[config.mk]
export PLATFORM = sky130hd
export DESIGN_NAME = time_sync_request_sequencer
export DESIGN_NICKNAME = d
export VERILOG_FILES = /design/src/hw/rtl/tssq_pkg.sv /design/src/hw/rtl/tssq_split.sv /design/src/hw/rtl/time_sync_request_sequencer.sv
export SDC_FILE = /design/constraint.sdc
export NUM_CORES = 2
export LEC_CHECK = 0
export BUFFER_PORTS_ARGS = -buffer_cell sky130_fd_sc_hd__buf_4
export CORE_MARGIN = 2
export CORE_UTILIZATION = 30
export CTS_CLUSTER_DIAMETER = 200
export DETAILED_ROUTE_END_ITERATION = 8
export SLEW_MARGIN = 20
export SYNTH_ARGS = -nofsm -noshare
export SYNTH_HDL_FRONTEND = slang
export SYNTH_HIERARCHICAL = 1
export SYNTH_SLANG_ARGS = --single-unit
[constraint.sdc]
create_clock -name clk -period 10.8 [get_ports clk]
set_clock_uncertainty 0.05 [all_clocks]
set_input_delay 2.16 -clock clk [delete_from_list [all_inputs] [get_ports clk]]
set_output_delay 2.16 -clock clk [all_outputs]
set_load 0.02 [all_outputs]
[src/hw/rtl/tssq_pkg.sv]
// ----------------------------------------------------------------------------
// tssq_pkg: shared types and constants of the time-sync request sequencer
// Sequencer states, register indexes, reset values, divide constants and
// the structs that travel between the time-split pipeline and the top level.
// ----------------------------------------------------------------------------
package tssq_pkg;

	// default width of the tick counter and the deadlines
	localparam int TICK_WIDTH_DEF = 32;

	// sequencer states, codes as seen on fsm_state
	typedef enum logic [2:0] {
		ST_IDLE      = 3'd0,
		ST_CRON      = 3'd1,
		ST_REQUEST   = 3'd2,
		ST_RESPONSE  = 3'd3,
		ST_COMPLETED = 3'd4,
		ST_ONESHOT   = 3'd5
	} state_t;

	// configuration register indexes
	typedef enum logic [2:0] {
		CFG_CRON_MINUTE      = 3'd0,
		CFG_AUTO_RETRIES     = 3'd1,
		CFG_MANUAL_RETRIES   = 3'd2,
		CFG_RESPONSE_TIMEOUT = 3'd3,
		CFG_GUARD_TIME       = 3'd4
	} cfg_idx_t;

	localparam int CFG_DATA_W = 16;

	// register reset values
	localparam logic [5:0]  RST_CRON_MINUTE      = 6'd58;
	localparam logic [5:0]  RST_AUTO_RETRIES     = 6'd30;
	localparam logic [5:0]  RST_MANUAL_RETRIES   = 6'd4;
	localparam logic [7:0]  RST_RESPONSE_TIMEOUT = 8'd10;
	localparam logic [15:0] RST_GUARD_TIME       = 16'(15 * 60);

	// time constants
	localparam logic [11:0] SEC_PER_HOUR = 12'd3600;
	localparam logic [5:0]  SEC_PER_MIN  = 6'd60;

	// reciprocal multipliers
	// x / 225 for x < 2^28: (x * DIV225_MUL) >> 36 gives the quotient or one less
	localparam logic [28:0] DIV225_MUL = 29'd305419896;
	// z / 15 for z < 900: (z * DIV15_MUL) >> 14, exact
	localparam logic [10:0] DIV15_MUL  = 11'd1093;
	// y / 3 for y < 2^18: (y * DIV3_MUL) >> 20, exact
	localparam logic [18:0] DIV3_MUL   = 19'd349526;

	// one input item
	typedef struct packed {
		logic        mode;
		logic [31:0] now_tick;
		logic [5:0]  clock_minutes;
		logic [5:0]  clock_seconds;
		logic        link_up;
		logic        response_valid;
		logic [31:0] response_time;
	} item_t;

	// fields the sequencer uses directly
	typedef struct packed {
		logic        mode;
		logic [31:0] now_tick;
		logic [5:0]  clock_minutes;
		logic        link_up;
		logic        response_valid;
	} ctl_t;

	// server time split into hour, minute, second and offset
	typedef struct packed {
		logic [4:0]         hours;
		logic [5:0]         minutes;
		logic [5:0]         seconds;
		logic signed [12:0] delta;
	} tsplit_t;

endpackage

[src/hw/rtl/tssq_split.sv]
// ----------------------------------------------------------------------------
// tssq_split: server time split pipeline
// Six-stage elastic pipeline: registers the input item, splits the server
// time into hour of day, minute and second and forms the in-hour offset.
// ----------------------------------------------------------------------------
module tssq_split (
	input  logic              clk,
	input  logic              arst_n,
	input  logic              in_valid,
	output logic              in_ready,
	input  tssq_pkg::item_t   in_item,
	output logic              out_valid,
	input  logic              out_ready,
	output tssq_pkg::ctl_t    out_ctl,
	output tssq_pkg::tsplit_t out_time
);

	localparam int NSTAGE = 6;

	logic [NSTAGE-1:0] vld_q;
	logic [NSTAGE:0]   rdy;

	// stage registers
	tssq_pkg::item_t   item_s1;
	tssq_pkg::ctl_t    ctl_s2, ctl_s3, ctl_s4, ctl_s5, ctl_s6;
	logic [31:0]       rt_s2;
	logic [20:0]       qe_s2, qe_s3, q_s4;
	logic [11:0]       loc_s2, loc_s3, loc_s4, loc_s5;
	logic [12:0]       rraw_s3;
	logic [11:0]       rem_s4, rem_s5;
	logic [5:0]        min_s5;
	logic [2:0]        qlo_s5;
	logic [17:0]       y_s5;
	logic [16:0]       y3_s5;
	tssq_pkg::tsplit_t time_s6;

	// stage logic
	logic [56:0]       hq_prod;
	logic [11:0]       loc_c;
	logic [12:0]       rraw_c;
	logic [19:0]       mq_prod;
	logic [36:0]       y3_prod;
	logic [1:0]        hmod_c;
	tssq_pkg::tsplit_t time_c;

	// ready chain: a stage takes new data when empty or when it moves on
	always_comb begin
		rdy[NSTAGE] = out_ready;
		for (int i = NSTAGE - 1; i >= 0; i--) begin
			rdy[i] = !vld_q[i] || rdy[i+1];
		end
	end

	assign in_ready  = rdy[0];
	assign out_valid = vld_q[NSTAGE-1];
	assign out_ctl   = ctl_s6;
	assign out_time  = time_s6;

	always_ff @(posedge clk or negedge arst_n) begin
		if (!arst_n) begin
			vld_q <= '0;
		end else begin
			if (rdy[0]) begin
				vld_q[0] <= in_valid;
			end
			for (int i = 1; i < NSTAGE; i++) begin
				if (rdy[i]) begin
					vld_q[i] <= vld_q[i-1];
				end
			end
		end
	end

	// stage 2: hour estimate from the server time, local seconds in hour
	assign hq_prod = 57'(item_s1.response_time[31:4]) * 57'(tssq_pkg::DIV225_MUL);
	assign loc_c   = 12'(item_s1.clock_minutes) * 12'(tssq_pkg::SEC_PER_MIN)
	               + 12'(item_s1.clock_seconds);

	// stage 3: raw remainder, below two hours
	assign rraw_c = 13'(rt_s2 - 32'(qe_s2) * 32'(tssq_pkg::SEC_PER_HOUR));

	// stage 5: minute and hours-div-24 quotients
	assign mq_prod = 20'(rem_s4[11:2]) * 20'(tssq_pkg::DIV15_MUL);
	assign y3_prod = 37'(q_s4[20:3]) * 37'(tssq_pkg::DIV3_MUL);

	// stage 6: second, hour of day and offset
	always_comb begin
		hmod_c         = 2'(y_s5 - 18'(y3_s5) * 18'd3);
		time_c.hours   = {hmod_c, qlo_s5};
		time_c.minutes = min_s5;
		time_c.seconds = 6'(rem_s5 - 12'(min_s5) * 12'(tssq_pkg::SEC_PER_MIN));
		time_c.delta   = $signed({1'b0, rem_s5}) - $signed({1'b0, loc_s5});
	end

	always_ff @(posedge clk) begin
		if (rdy[0]) begin
			item_s1 <= in_item;
		end
		if (rdy[1]) begin
			ctl_s2.mode           <= item_s1.mode;
			ctl_s2.now_tick       <= item_s1.now_tick;
			ctl_s2.clock_minutes  <= item_s1.clock_minutes;
			ctl_s2.link_up        <= item_s1.link_up;
			ctl_s2.response_valid <= item_s1.response_valid;
			rt_s2                 <= item_s1.response_time;
			qe_s2                 <= hq_prod[56:36];
			loc_s2                <= loc_c;
		end
		if (rdy[2]) begin
			ctl_s3  <= ctl_s2;
			rraw_s3 <= rraw_c;
			qe_s3   <= qe_s2;
			loc_s3  <= loc_s2;
		end
		// stage 4: correct the hour estimate by one
		if (rdy[3]) begin
			ctl_s4 <= ctl_s3;
			loc_s4 <= loc_s3;
			if (rraw_s3 >= 13'(tssq_pkg::SEC_PER_HOUR)) begin
				rem_s4 <= 12'(rraw_s3 - 13'(tssq_pkg::SEC_PER_HOUR));
				q_s4   <= qe_s3 + 21'd1;
			end else begin
				rem_s4 <= rraw_s3[11:0];
				q_s4   <= qe_s3;
			end
		end
		if (rdy[4]) begin
			ctl_s5 <= ctl_s4;
			loc_s5 <= loc_s4;
			rem_s5 <= rem_s4;
			min_s5 <= mq_prod[19:14];
			qlo_s5 <= q_s4[2:0];
			y_s5   <= q_s4[20:3];
			y3_s5  <= y3_prod[36:20];
		end
		if (rdy[5]) begin
			ctl_s6  <= ctl_s5;
			time_s6 <= time_c;
		end
	end

endmodule

[src/hw/rtl/time_sync_request_sequencer.sv]
// ----------------------------------------------------------------------------
// time_sync_request_sequencer: time-sync client sequencer
// Each input transfer is one service tick; each tick gives one result transfer.
//
// Channels: input and result use valid/stall; a transfer happens on a clock
// edge with valid high and stall low. Configuration is a plain write port
// (cfg_write, cfg_index, cfg_data); the user must write it only while the
// block is idle; the block itself does not enforce this. Path: an input
// transfer loads the first of six split stages, the tick moves on to the
// last one, and the sequencer step loads the result register from it.
// Throughput: one tick per cycle unless the result stalls; the state is
// updated in the same cycle in which a tick moves from the split pipeline
// into the result register, so consecutive ticks see each other's updates.
// Reset: state goes to idle, counters, deadlines and drift sum to zero,
// registers to their default values; no pipeline stage holds a tick.
// Stall: a stalled result holds; the pipeline fills behind it and in_stall
// rises once all stages are full.
// ----------------------------------------------------------------------------
module time_sync_request_sequencer #(
	parameter int TICK_WIDTH = tssq_pkg::TICK_WIDTH_DEF
) (
	input  logic                clk,
	input  logic                arst_n,
	// configuration
	input  logic                cfg_write,
	input  logic [2:0]          cfg_index,
	input  logic [15:0]         cfg_data,
	// input channel
	input  logic                in_valid,
	output logic                in_stall,
	input  logic                mode,
	input  logic [31:0]         now_tick,
	input  logic [5:0]          clock_minutes,
	input  logic [5:0]          clock_seconds,
	input  logic                link_up,
	input  logic                response_valid,
	input  logic [31:0]         response_time,
	// result channel
	output logic                out_valid,
	input  logic                out_stall,
	output logic [2:0]          fsm_state,
	output logic                send_request,
	output logic                set_clock,
	output logic [4:0]          new_hours,
	output logic [5:0]          new_minutes,
	output logic [5:0]          new_seconds,
	output logic signed [12:0]  adjust_delta,
	output logic signed [31:0]  total_drift,
	output logic                drift_updated
);

	// configuration registers
	logic [5:0]  cron_minute_q;
	logic [5:0]  auto_retries_q;
	logic [5:0]  manual_retries_q;
	logic [7:0]  response_timeout_q;
	logic [15:0] guard_time_q;

	// sequencer state
	tssq_pkg::state_t        state_q, state_d;
	logic [5:0]              retries_q, retries_d;
	logic [TICK_WIDTH-1:0]   resp_dl_q, resp_dl_d;
	logic [TICK_WIDTH-1:0]   guard_dl_q, guard_dl_d;
	logic                    synced_q, synced_d;
	logic signed [31:0]      drift_q, drift_d;

	// split pipeline interface
	tssq_pkg::item_t         in_item;
	logic                    sp_in_ready;
	logic                    sp_valid;
	logic                    sp_ready;
	tssq_pkg::ctl_t          sp_ctl;
	tssq_pkg::tsplit_t       sp_time;

	// step logic
	logic                    out_ready;
	logic                    step;
	logic [TICK_WIDTH-1:0]   now_w;
	logic [TICK_WIDTH-1:0]   resp_diff;
	logic [TICK_WIDTH-1:0]   guard_diff;
	logic                    resp_expired;
	logic                    guard_expired;
	logic                    send_c;
	logic                    apply_c;
	logic                    dupd_c;
	logic signed [32:0]      drift_sum;

	// result register
	logic                    out_valid_q;
	logic [2:0]              fsm_state_q;
	logic                    send_q;
	logic                    setc_q;
	logic [4:0]              hours_q;
	logic [5:0]              minutes_q;
	logic [5:0]              seconds_q;
	logic signed [12:0]      delta_q;
	logic signed [31:0]      total_drift_q;
	logic                    dupd_q;

	// configuration writes; unknown indexes are dropped
	always_ff @(posedge clk or negedge arst_n) begin
		if (!arst_n) begin
			cron_minute_q      <= tssq_pkg::RST_CRON_MINUTE;
			auto_retries_q     <= tssq_pkg::RST_AUTO_RETRIES;
			manual_retries_q   <= tssq_pkg::RST_MANUAL_RETRIES;
			response_timeout_q <= tssq_pkg::RST_RESPONSE_TIMEOUT;
			guard_time_q       <= tssq_pkg::RST_GUARD_TIME;
		end else if (cfg_write) begin
			case (tssq_pkg::cfg_idx_t'(cfg_index))
				tssq_pkg::CFG_CRON_MINUTE:      cron_minute_q      <= cfg_data[5:0];
				tssq_pkg::CFG_AUTO_RETRIES:     auto_retries_q     <= cfg_data[5:0];
				tssq_pkg::CFG_MANUAL_RETRIES:   manual_retries_q   <= cfg_data[5:0];
				tssq_pkg::CFG_RESPONSE_TIMEOUT: response_timeout_q <= cfg_data[7:0];
				tssq_pkg::CFG_GUARD_TIME:       guard_time_q       <= cfg_data[15:0];
				default: begin
				end
			endcase
		end
	end

	// input item into the split pipeline
	always_comb begin
		in_item.mode           = mode;
		in_item.now_tick       = now_tick;
		in_item.clock_minutes  = clock_minutes;
		in_item.clock_seconds  = clock_seconds;
		in_item.link_up        = link_up;
		in_item.response_valid = response_valid;
		in_item.response_time  = response_time;
	end

	assign in_stall = !sp_in_ready;

	tssq_split u_split (
		.clk       (clk),
		.arst_n    (arst_n),
		.in_valid  (in_valid),
		.in_ready  (sp_in_ready),
		.in_item   (in_item),
		.out_valid (sp_valid),
		.out_ready (sp_ready),
		.out_ctl   (sp_ctl),
		.out_time  (sp_time)
	);

	// a tick steps the sequencer when the result register can take it
	assign out_ready = !out_valid_q || !out_stall;
	assign sp_ready  = out_ready;
	assign step      = sp_valid && out_ready;

	// deadline tests: expired once now is at or past the deadline
	assign now_w         = TICK_WIDTH'(sp_ctl.now_tick);
	assign resp_diff     = now_w - resp_dl_q;
	assign guard_diff    = now_w - guard_dl_q;
	assign resp_expired  = !resp_diff[TICK_WIDTH-1];
	assign guard_expired = !guard_diff[TICK_WIDTH-1];

	// step outputs
	always_comb begin
		send_c  = !sp_ctl.mode && (state_q == tssq_pkg::ST_REQUEST) && sp_ctl.link_up;
		apply_c = !sp_ctl.mode && (state_q == tssq_pkg::ST_RESPONSE) && !resp_expired
		        && sp_ctl.response_valid;
		dupd_c  = apply_c && synced_q;
	end

	// saturating drift accumulate
	always_comb begin
		drift_sum = 33'(drift_q) + 33'(sp_time.delta);
		if (drift_sum > 33'sd2147483647) begin
			drift_d = 32'sh7FFF_FFFF;
		end else if (drift_sum < -33'sd2147483648) begin
			drift_d = 32'sh8000_0000;
		end else begin
			drift_d = drift_sum[31:0];
		end
		if (!dupd_c) begin
			drift_d = drift_q;
		end
	end

	// next state
	always_comb begin
		state_d    = state_q;
		retries_d  = retries_q;
		resp_dl_d  = resp_dl_q;
		guard_dl_d = guard_dl_q;
		synced_d   = synced_q;
		if (sp_ctl.mode) begin
			state_d = tssq_pkg::ST_ONESHOT;
		end else begin
			case (state_q)
				tssq_pkg::ST_CRON: begin
					guard_dl_d = now_w + TICK_WIDTH'(guard_time_q);
					retries_d  = auto_retries_q;
					state_d    = tssq_pkg::ST_REQUEST;
				end
				tssq_pkg::ST_ONESHOT: begin
					retries_d = manual_retries_q;
					state_d   = tssq_pkg::ST_REQUEST;
				end
				tssq_pkg::ST_REQUEST: begin
					if (sp_ctl.link_up) begin
						resp_dl_d = now_w + TICK_WIDTH'(response_timeout_q);
						state_d   = tssq_pkg::ST_RESPONSE;
					end
				end
				tssq_pkg::ST_RESPONSE: begin
					// timeout wins over a response in the same tick
					if (resp_expired) begin
						if (retries_q == '0) begin
							state_d = tssq_pkg::ST_COMPLETED;
						end else begin
							retries_d = retries_q - 6'd1;
							state_d   = tssq_pkg::ST_REQUEST;
						end
					end else if (sp_ctl.response_valid) begin
						synced_d = 1'b1;
						state_d  = tssq_pkg::ST_COMPLETED;
					end
				end
				tssq_pkg::ST_COMPLETED: begin
					if (guard_expired) begin
						state_d = tssq_pkg::ST_IDLE;
					end
				end
				default: begin
					state_d = (sp_ctl.clock_minutes == cron_minute_q) ?
					          tssq_pkg::ST_CRON : tssq_pkg::ST_IDLE;
				end
			endcase
		end
	end

	// sequencer state registers
	always_ff @(posedge clk or negedge arst_n) begin
		if (!arst_n) begin
			state_q    <= tssq_pkg::ST_IDLE;
			retries_q  <= '0;
			resp_dl_q  <= '0;
			guard_dl_q <= '0;
			synced_q   <= 1'b0;
			drift_q    <= '0;
		end else if (step) begin
			state_q    <= state_d;
			retries_q  <= retries_d;
			resp_dl_q  <= resp_dl_d;
			guard_dl_q <= guard_dl_d;
			synced_q   <= synced_d;
			drift_q    <= drift_d;
		end
	end

	// result register
	always_ff @(posedge clk or negedge arst_n) begin
		if (!arst_n) begin
			out_valid_q <= 1'b0;
		end else if (out_ready) begin
			out_valid_q <= sp_valid;
		end
	end

	always_ff @(posedge clk) begin
		if (step) begin
			fsm_state_q   <= state_d;
			send_q        <= send_c;
			setc_q        <= apply_c;
			hours_q       <= apply_c ? sp_time.hours   : '0;
			minutes_q     <= apply_c ? sp_time.minutes : '0;
			seconds_q     <= apply_c ? sp_time.seconds : '0;
			delta_q       <= apply_c ? sp_time.delta   : '0;
			total_drift_q <= drift_d;
			dupd_q        <= dupd_c;
		end
	end

	assign out_valid     = out_valid_q;
	assign fsm_state     = fsm_state_q;
	assign send_request  = send_q;
	assign set_clock     = setc_q;
	assign new_hours     = hours_q;
	assign new_minutes   = minutes_q;
	assign new_seconds   = seconds_q;
	assign adjust_delta  = delta_q;
	assign total_drift   = total_drift_q;
	assign drift_updated = dupd_q;

`ifndef SYNTHESIS
	// an applied response always ends in completed
	a_setc_completed: assert property (@(posedge clk) disable iff (!arst_n)
		out_valid && set_clock |-> fsm_state == tssq_pkg::ST_COMPLETED)
		else $error("set_clock outside completed state");

	// drift only accumulates on an applied response
	a_dupd_setc: assert property (@(posedge clk) disable iff (!arst_n)
		out_valid && drift_updated |-> set_clock)
		else $error("drift update without clock set");

	// a request is always followed by waiting for its response
	a_send_response: assert property (@(posedge clk) disable iff (!arst_n)
		out_valid && send_request |-> fsm_state == tssq_pkg::ST_RESPONSE)
		else $error("send_request outside response state");

	// the drift sum moves only with a reported update
	a_drift_hold: assert property (@(posedge clk) disable iff (!arst_n)
		step && !dupd_c |=> $stable(drift_q))
		else $error("drift sum changed without update");
`endif

endmodule
# Word level (Yosys, flattened, before mapping)
# Index checks and enable logic that the tools add are counted.
dict set report op_classes {
  add_sub_neg 13
  n_mul 7
  n_lt_le_gt_ge 3
  n_eq_ne 12
  n_mux 16
  n_bitwise 1
  n_reduce_logical 37
}
# op n
set ops {}
lappend ops {{32-bit two-way mux} 3}
lappend ops {{32-bit subtractor} 2}
lappend ops {{28-bit by 26-bit multiplier with 54-bit output (second input constant)} 1}
lappend ops {{18-bit by 18-bit multiplier with 36-bit output (second input constant)} 1}
lappend ops {{32-bit by 13-bit adder with 33-bit output} 1}
lappend ops {{33-bit by 32-bit greater-than comparator with 1-bit output (second input constant)} 1}
lappend ops {{33-bit by 32-bit < comparator with 1-bit output (second input constant)} 1}
lappend ops {{32-bit by 16-bit adder with 32-bit output} 1}
lappend ops {{32-bit by 8-bit adder with 32-bit output} 1}
lappend ops {{21-bit by 1-bit adder with 21-bit output (second input constant)} 1}
lappend ops {{21-bit by 8-bit multiplier with 9-bit output (second input constant)} 1}
lappend ops {{21-bit two-way mux} 1}
lappend ops {{10-bit by 11-bit multiplier with 20-bit output (second input constant)} 1}
lappend ops {{3-bit two-way mux} 6}
lappend ops {{6-bit one-hot mux with 3 select lines} 1}
lappend ops {{17-bit by 2-bit multiplier with 2-bit output (second input constant)} 1}
lappend ops {{13-bit by 12-bit >= comparator with 1-bit output (second input constant)} 1}
lappend ops {{12-bit by 12-bit subtractor with 13-bit output} 1}
lappend ops {{13-bit subtractor} 1}
lappend ops {{12-bit by 6-bit adder with 12-bit output} 1}
lappend ops {{3-bit by 2-bit equality test with 1-bit output (second input constant)} 4}
lappend ops {{12-bit two-way mux} 1}
lappend ops {{6-bit two-way mux} 2}
lappend ops {{3-bit one-hot mux with 4 select lines} 1}
lappend ops {{23 further kinds} 53}
dict set report word_totals {
  register_bits 726
  input_bits 103
  output_inout_bits 70
  word_cells 167
}

# Depth between registers and ports, before layout
dict set report logic_depth {
  word_depth 9
  ltp_mapped 23
  mapped_depth_nobuf 22
}

# By module
# Netlist, hierarchy kept.
# module instances cells_per_inst area_each_um2 seq_area_each_um2
set modules_own_cells {}
lappend modules_own_cells {tssq_split 1 2494 33603.5 14804.2}
lappend modules_own_cells {time_sync_request_sequencer 1 1494 13875.8 5789.3}

# Worst setup path before layout
# OpenSTA, ideal clock, no wires.
dict set report synth_path {
  path_kind {input to output}
  from {input out_stall}
  to {output in_stall}
  arrival_ns 7.929
  t_required_ns 8.590
  setup_slack_ns 0.661
  cell_stages 6
  n_path_buf 0
  cell_sequence {nand2_1 nor2b_1 nand3_1 nor2_1 nand3_1 inv_1}
}
dict set report synth_via {
  elab_chain_len 9
}
# element line
set synth_rtl {}
lappend synth_rtl {{start, declared} time_sync_request_sequencer.sv:40} ;# input logic out_stall,
lappend synth_rtl {{1-bit zero test} time_sync_request_sequencer.sv:147} ;# assign out_ready = !out_valid_q || !out_stall;
lappend synth_rtl {{1-bit logical OR} time_sync_request_sequencer.sv:147}
lappend synth_rtl {{1-bit logical OR (3 in a row)} tssq_split.sv:50} ;# rdy[i] = !vld_q[i] || rdy[i+1];
lappend synth_rtl {{net u_split.rdy[3]} tssq_split.sv:21} ;# logic [NSTAGE:0] rdy;
lappend synth_rtl {{1-bit logical OR (3 in a row)} tssq_split.sv:50}
lappend synth_rtl {{net sp_in_ready} time_sync_request_sequencer.sv:69} ;# logic sp_in_ready;
lappend synth_rtl {{1-bit zero test} time_sync_request_sequencer.sv:132} ;# assign in_stall = !sp_in_ready;
lappend synth_rtl {{end, declared} time_sync_request_sequencer.sv:30} ;# output logic in_stall,
# The timed path passes the listed nets, and every way through them passes these cells.

# Final worst setup path
dict set report layout_path {
  from {input out_stall}
  to {output in_stall}
}
dict set report layout_via {
  elab_chain_len 9
}
# element line
set layout_rtl {}
lappend layout_rtl {{1-bit zero test} time_sync_request_sequencer.sv:147}
lappend layout_rtl {{1-bit logical OR} time_sync_request_sequencer.sv:147}
lappend layout_rtl {{net out_ready} time_sync_request_sequencer.sv:76} ;# logic out_ready;
lappend layout_rtl {{1-bit logical OR (3 in a row)} tssq_split.sv:50}
lappend layout_rtl {{net u_split.rdy[3]} tssq_split.sv:21}
lappend layout_rtl {{1-bit logical OR (3 in a row)} tssq_split.sv:50}
lappend layout_rtl {{net sp_in_ready} time_sync_request_sequencer.sv:69}
lappend layout_rtl {{1-bit zero test} time_sync_request_sequencer.sv:132}
# The timed path passes the listed nets, and every way through them passes these cells.

==> flow_summary.ini <==
[worst_setup_path]
timing.reg2reg.setup_slack_ps = 4030
critPathMaxFanout = 35
r2r_cells = 19
critPathCaptureType = output port
critPathMaxStageDelay_ps = 630
worstReg2RegEnd = u_split/qe_s2[10]
cp.required_ps = 8590
worstSetupStartpoint = out_stall
r2r-start = u_split/item_s1[16]
worstPathCellList = buf_4 -> nand2_1 -> nor2b_1 -> nand3_4 -> nor2_1 -> nand3_4 -> inv_1 -> buf_4
endpoint = in_stall
crit_slowest_cell = nor2_1
crit_type = in2out
critPathLaunchType = input pin
arrival_ps = 4940

[detailed_routing]
firstDrtPassIters = 5
drtIter0Drc = 1442
totalWireLength_um = 106000
ant_nets = 0
routedWlPerCell_um = 16.8
avgViaCountPerCell = 4.55
drc_errors = 0
vias = 28800

[placed_design]
place_congestion = 0.898
portBuffers = 172
dp_hpwl_um = 82200

[grt]
grt_pass1_vias = 30300
grt_use_met2_pct = 22.5
antenna_found_initial = 5
grt_max_degree = 91
grt-ovfl-total = 0
grt.met1_usage_pct = 17.8
track_usage_pct = 13.4
use_met3_pct = 1.78
busiest_layer = met2
grt_pass1_wl_um = 170000

[timing]
slew_violations = 0
period_minus_slack_ps = 7150
setup_viol = 0
fmax_mhz = 140
rsz0062_at_grt = false
slew_headroom_pct = 27.6
max_slew.worst_pin.slew_ps = 1080
fin_crit_sh_pct = 66.2
hold_violations = 0
tns_ps = 0

[layout]
area_delta_synth_final_pct = 13.9
drive_gt1_share_pct = 9.54
final_nets = 5259
antennaDiodeCount = 0

[cts]
cts_buffers = 83
post-cts-setup-buffers = 0
clk_path_buf_depth = 3
clk_pin_slew_ps = 60
htreeDepth = 3
hold_buffers = 0
clk_latency_ps = 690
cts_resized = 0
cts.sinks = 711
root_buffer = clkbuf_16
cts_tree = built

[logic_synthesis]
synth_flop_cell = edfxtp_1
synth_area_sq_mm = 0.0475
synth-edff-count = 556
synth_nets = 5039
synth_seq_cells = 711
yosysSeqAreaShare_pct = 43.4
synth.avg_cell_area_sq_um = 11.9
synthCells = 3988
netlist-cell-type-count = 84
ys_async_sr_fraction_pct = 21.8
yosys_warnings = 6

[die]
die_area_sq_mm = 0.161
coreArea_sq_mm = 0.157
rows = 145
chipWidth_um = 402
ios = 173
floorplan.initialDensity_pct = 30.3
die_h_um = 402

[worst_hold_path]
min_from = u_split/item_s1[34]
hp-class = reg2reg

[flow_run]
cap_violations = 0

[status]
status = finished clean
==> synthesized netlist by cell type, types with 53 or more instances <==
| master | count | area (sq um) |
|---|---|---|
| a21oi_1 | 218 | 1090 |
| dfrtp_1 | 140 | 3500 |
| edfxtp_1 | 556 | 16700 |
| fa_1 | 344 | 6890 |
| ha_1 | 604 | 7560 |
| inv_1 | 708 | 2660 |
| nand2_1 | 239 | 897 |
| nand3_1 | 53 | 265 |
| nor2_1 | 157 | 589 |
| o21ai_0 | 144 | 721 |
| xnor2_1 | 136 | 1190 |
| xor2_1 | 77 | 674 |
==> worst min path at each step <==
stage,endpoint,cells past startpoint,slack [ps]
2_1_floorplan,u_split/ctl_s2[0],0,350
3_3_place_gp,u_split/loc_s4[10],0,350
3_5_place_dp,u_split/ctl_s2[18],0,350
4_1_cts,u_split/ctl_s5[9],0,350
5_1_grt,u_split/out_ctl[6],0,350
6_report,u_split/loc_s2[0],0,350
==> layout make-up <==
class / instances / area, sq um
clock buffer: 106 / 2210
clock inverter: 46 / 494
fill: 15400 / 103000
inverter: 708 / 2660
multi-input combinational: 2512 / 24100
sequential: 711 / 20600
tap: 2058 / 2570
timing repair buffer: 192 / 1490
==> flip-flops by register name, indices dropped and copies added (netlist names), 13 cells and up <==
register          cells
adjust_delta         13
drift_q              32
guard_dl_q           32
guard_time_q         16
resp_dl_q            32
total_drift          32
u_split/ctl_s2       41
u_split/ctl_s3       41
u_split/ctl_s4       41
u_split/ctl_s5       41
u_split/item_s1      79
u_split/out_ctl      41
u_split/out_time     30
u_split/q_s4         21
u_split/qe_s2        21
u_split/qe_s3        21
u_split/rraw_s3      13
u_split/rt_s2        13
==> placed cells by master, fill, tap and decap left out, types with 30 or more instances in the layout <==
cell type / n
a21o_1: 50
a21oi_1: 218
and2_1: 41
buf_4: 188
clkbuf_16: 83
dfrtp_1: 140
edfxtp_1: 556
fa_1: 344
ha_1: 604
inv_1: 705
mux2_2: 48
nand2_1: 237
nand2b_1: 32
nand3_1: 51
nand4_1: 30
nor2_1: 157
nor3_1: 42
o21a_1: 33
o21ai_0: 144
xnor2_1: 136
xor2_1: 77
==> cell families (layout without fill, tap and decap cells) <==
logic type / Yosys count / in the layout / share of synthesized area, %
buf+inv: 765 / 1052 / 6.10
mux: 59 / 59 / 1.38
simple gates: 709 / 709 / 7.29
compound gates: 580 / 580 / 7.39
xor+xnor: 216 / 216 / 4.05
flops: 711 / 711 / 43.4
fa+ha+maj: 948 / 948 / 30.4
==> worst max-delay path: cells and delay by family <==
family | cells | cell delay (ps)
buffers and inverters | 3 | 410
AND/OR/NAND/NOR | 5 | 2350
==> metrics by stage <==
| stage | hold WS (ps) | std cells | utilization [%] | instance area, sq um | setup WS, ps |
|---|---|---|---|---|---|
| global route | 355 | 6333 | 34.5 | 54100 | 3450 |
| CTS | 348 | 6332 | 34.5 | 54100 | 3600 |
| floorplan | 350 | 3988 | - | 47500 | 661 |
| global placement | 351 | 6179 | 32.7 | 51300 | 3640 |
| detailed placement | 355 | 6180 | 32.8 | 51400 | 3610 |
| finish | 347 | 6333 | 34.5 | 54100 | 3650 |
==> metal layers <==
layer / share of wire (%) / wire length (um)
met1: 46 / 48700
met2: 48 / 51200
met3: 3.3 / 3520
met4: 2.7 / 2890
met5: 0 / 0
Power is left out: the tool's default activity adds up to more than one toggle a clock period on the data nets, which glitch-free logic cannot reach.
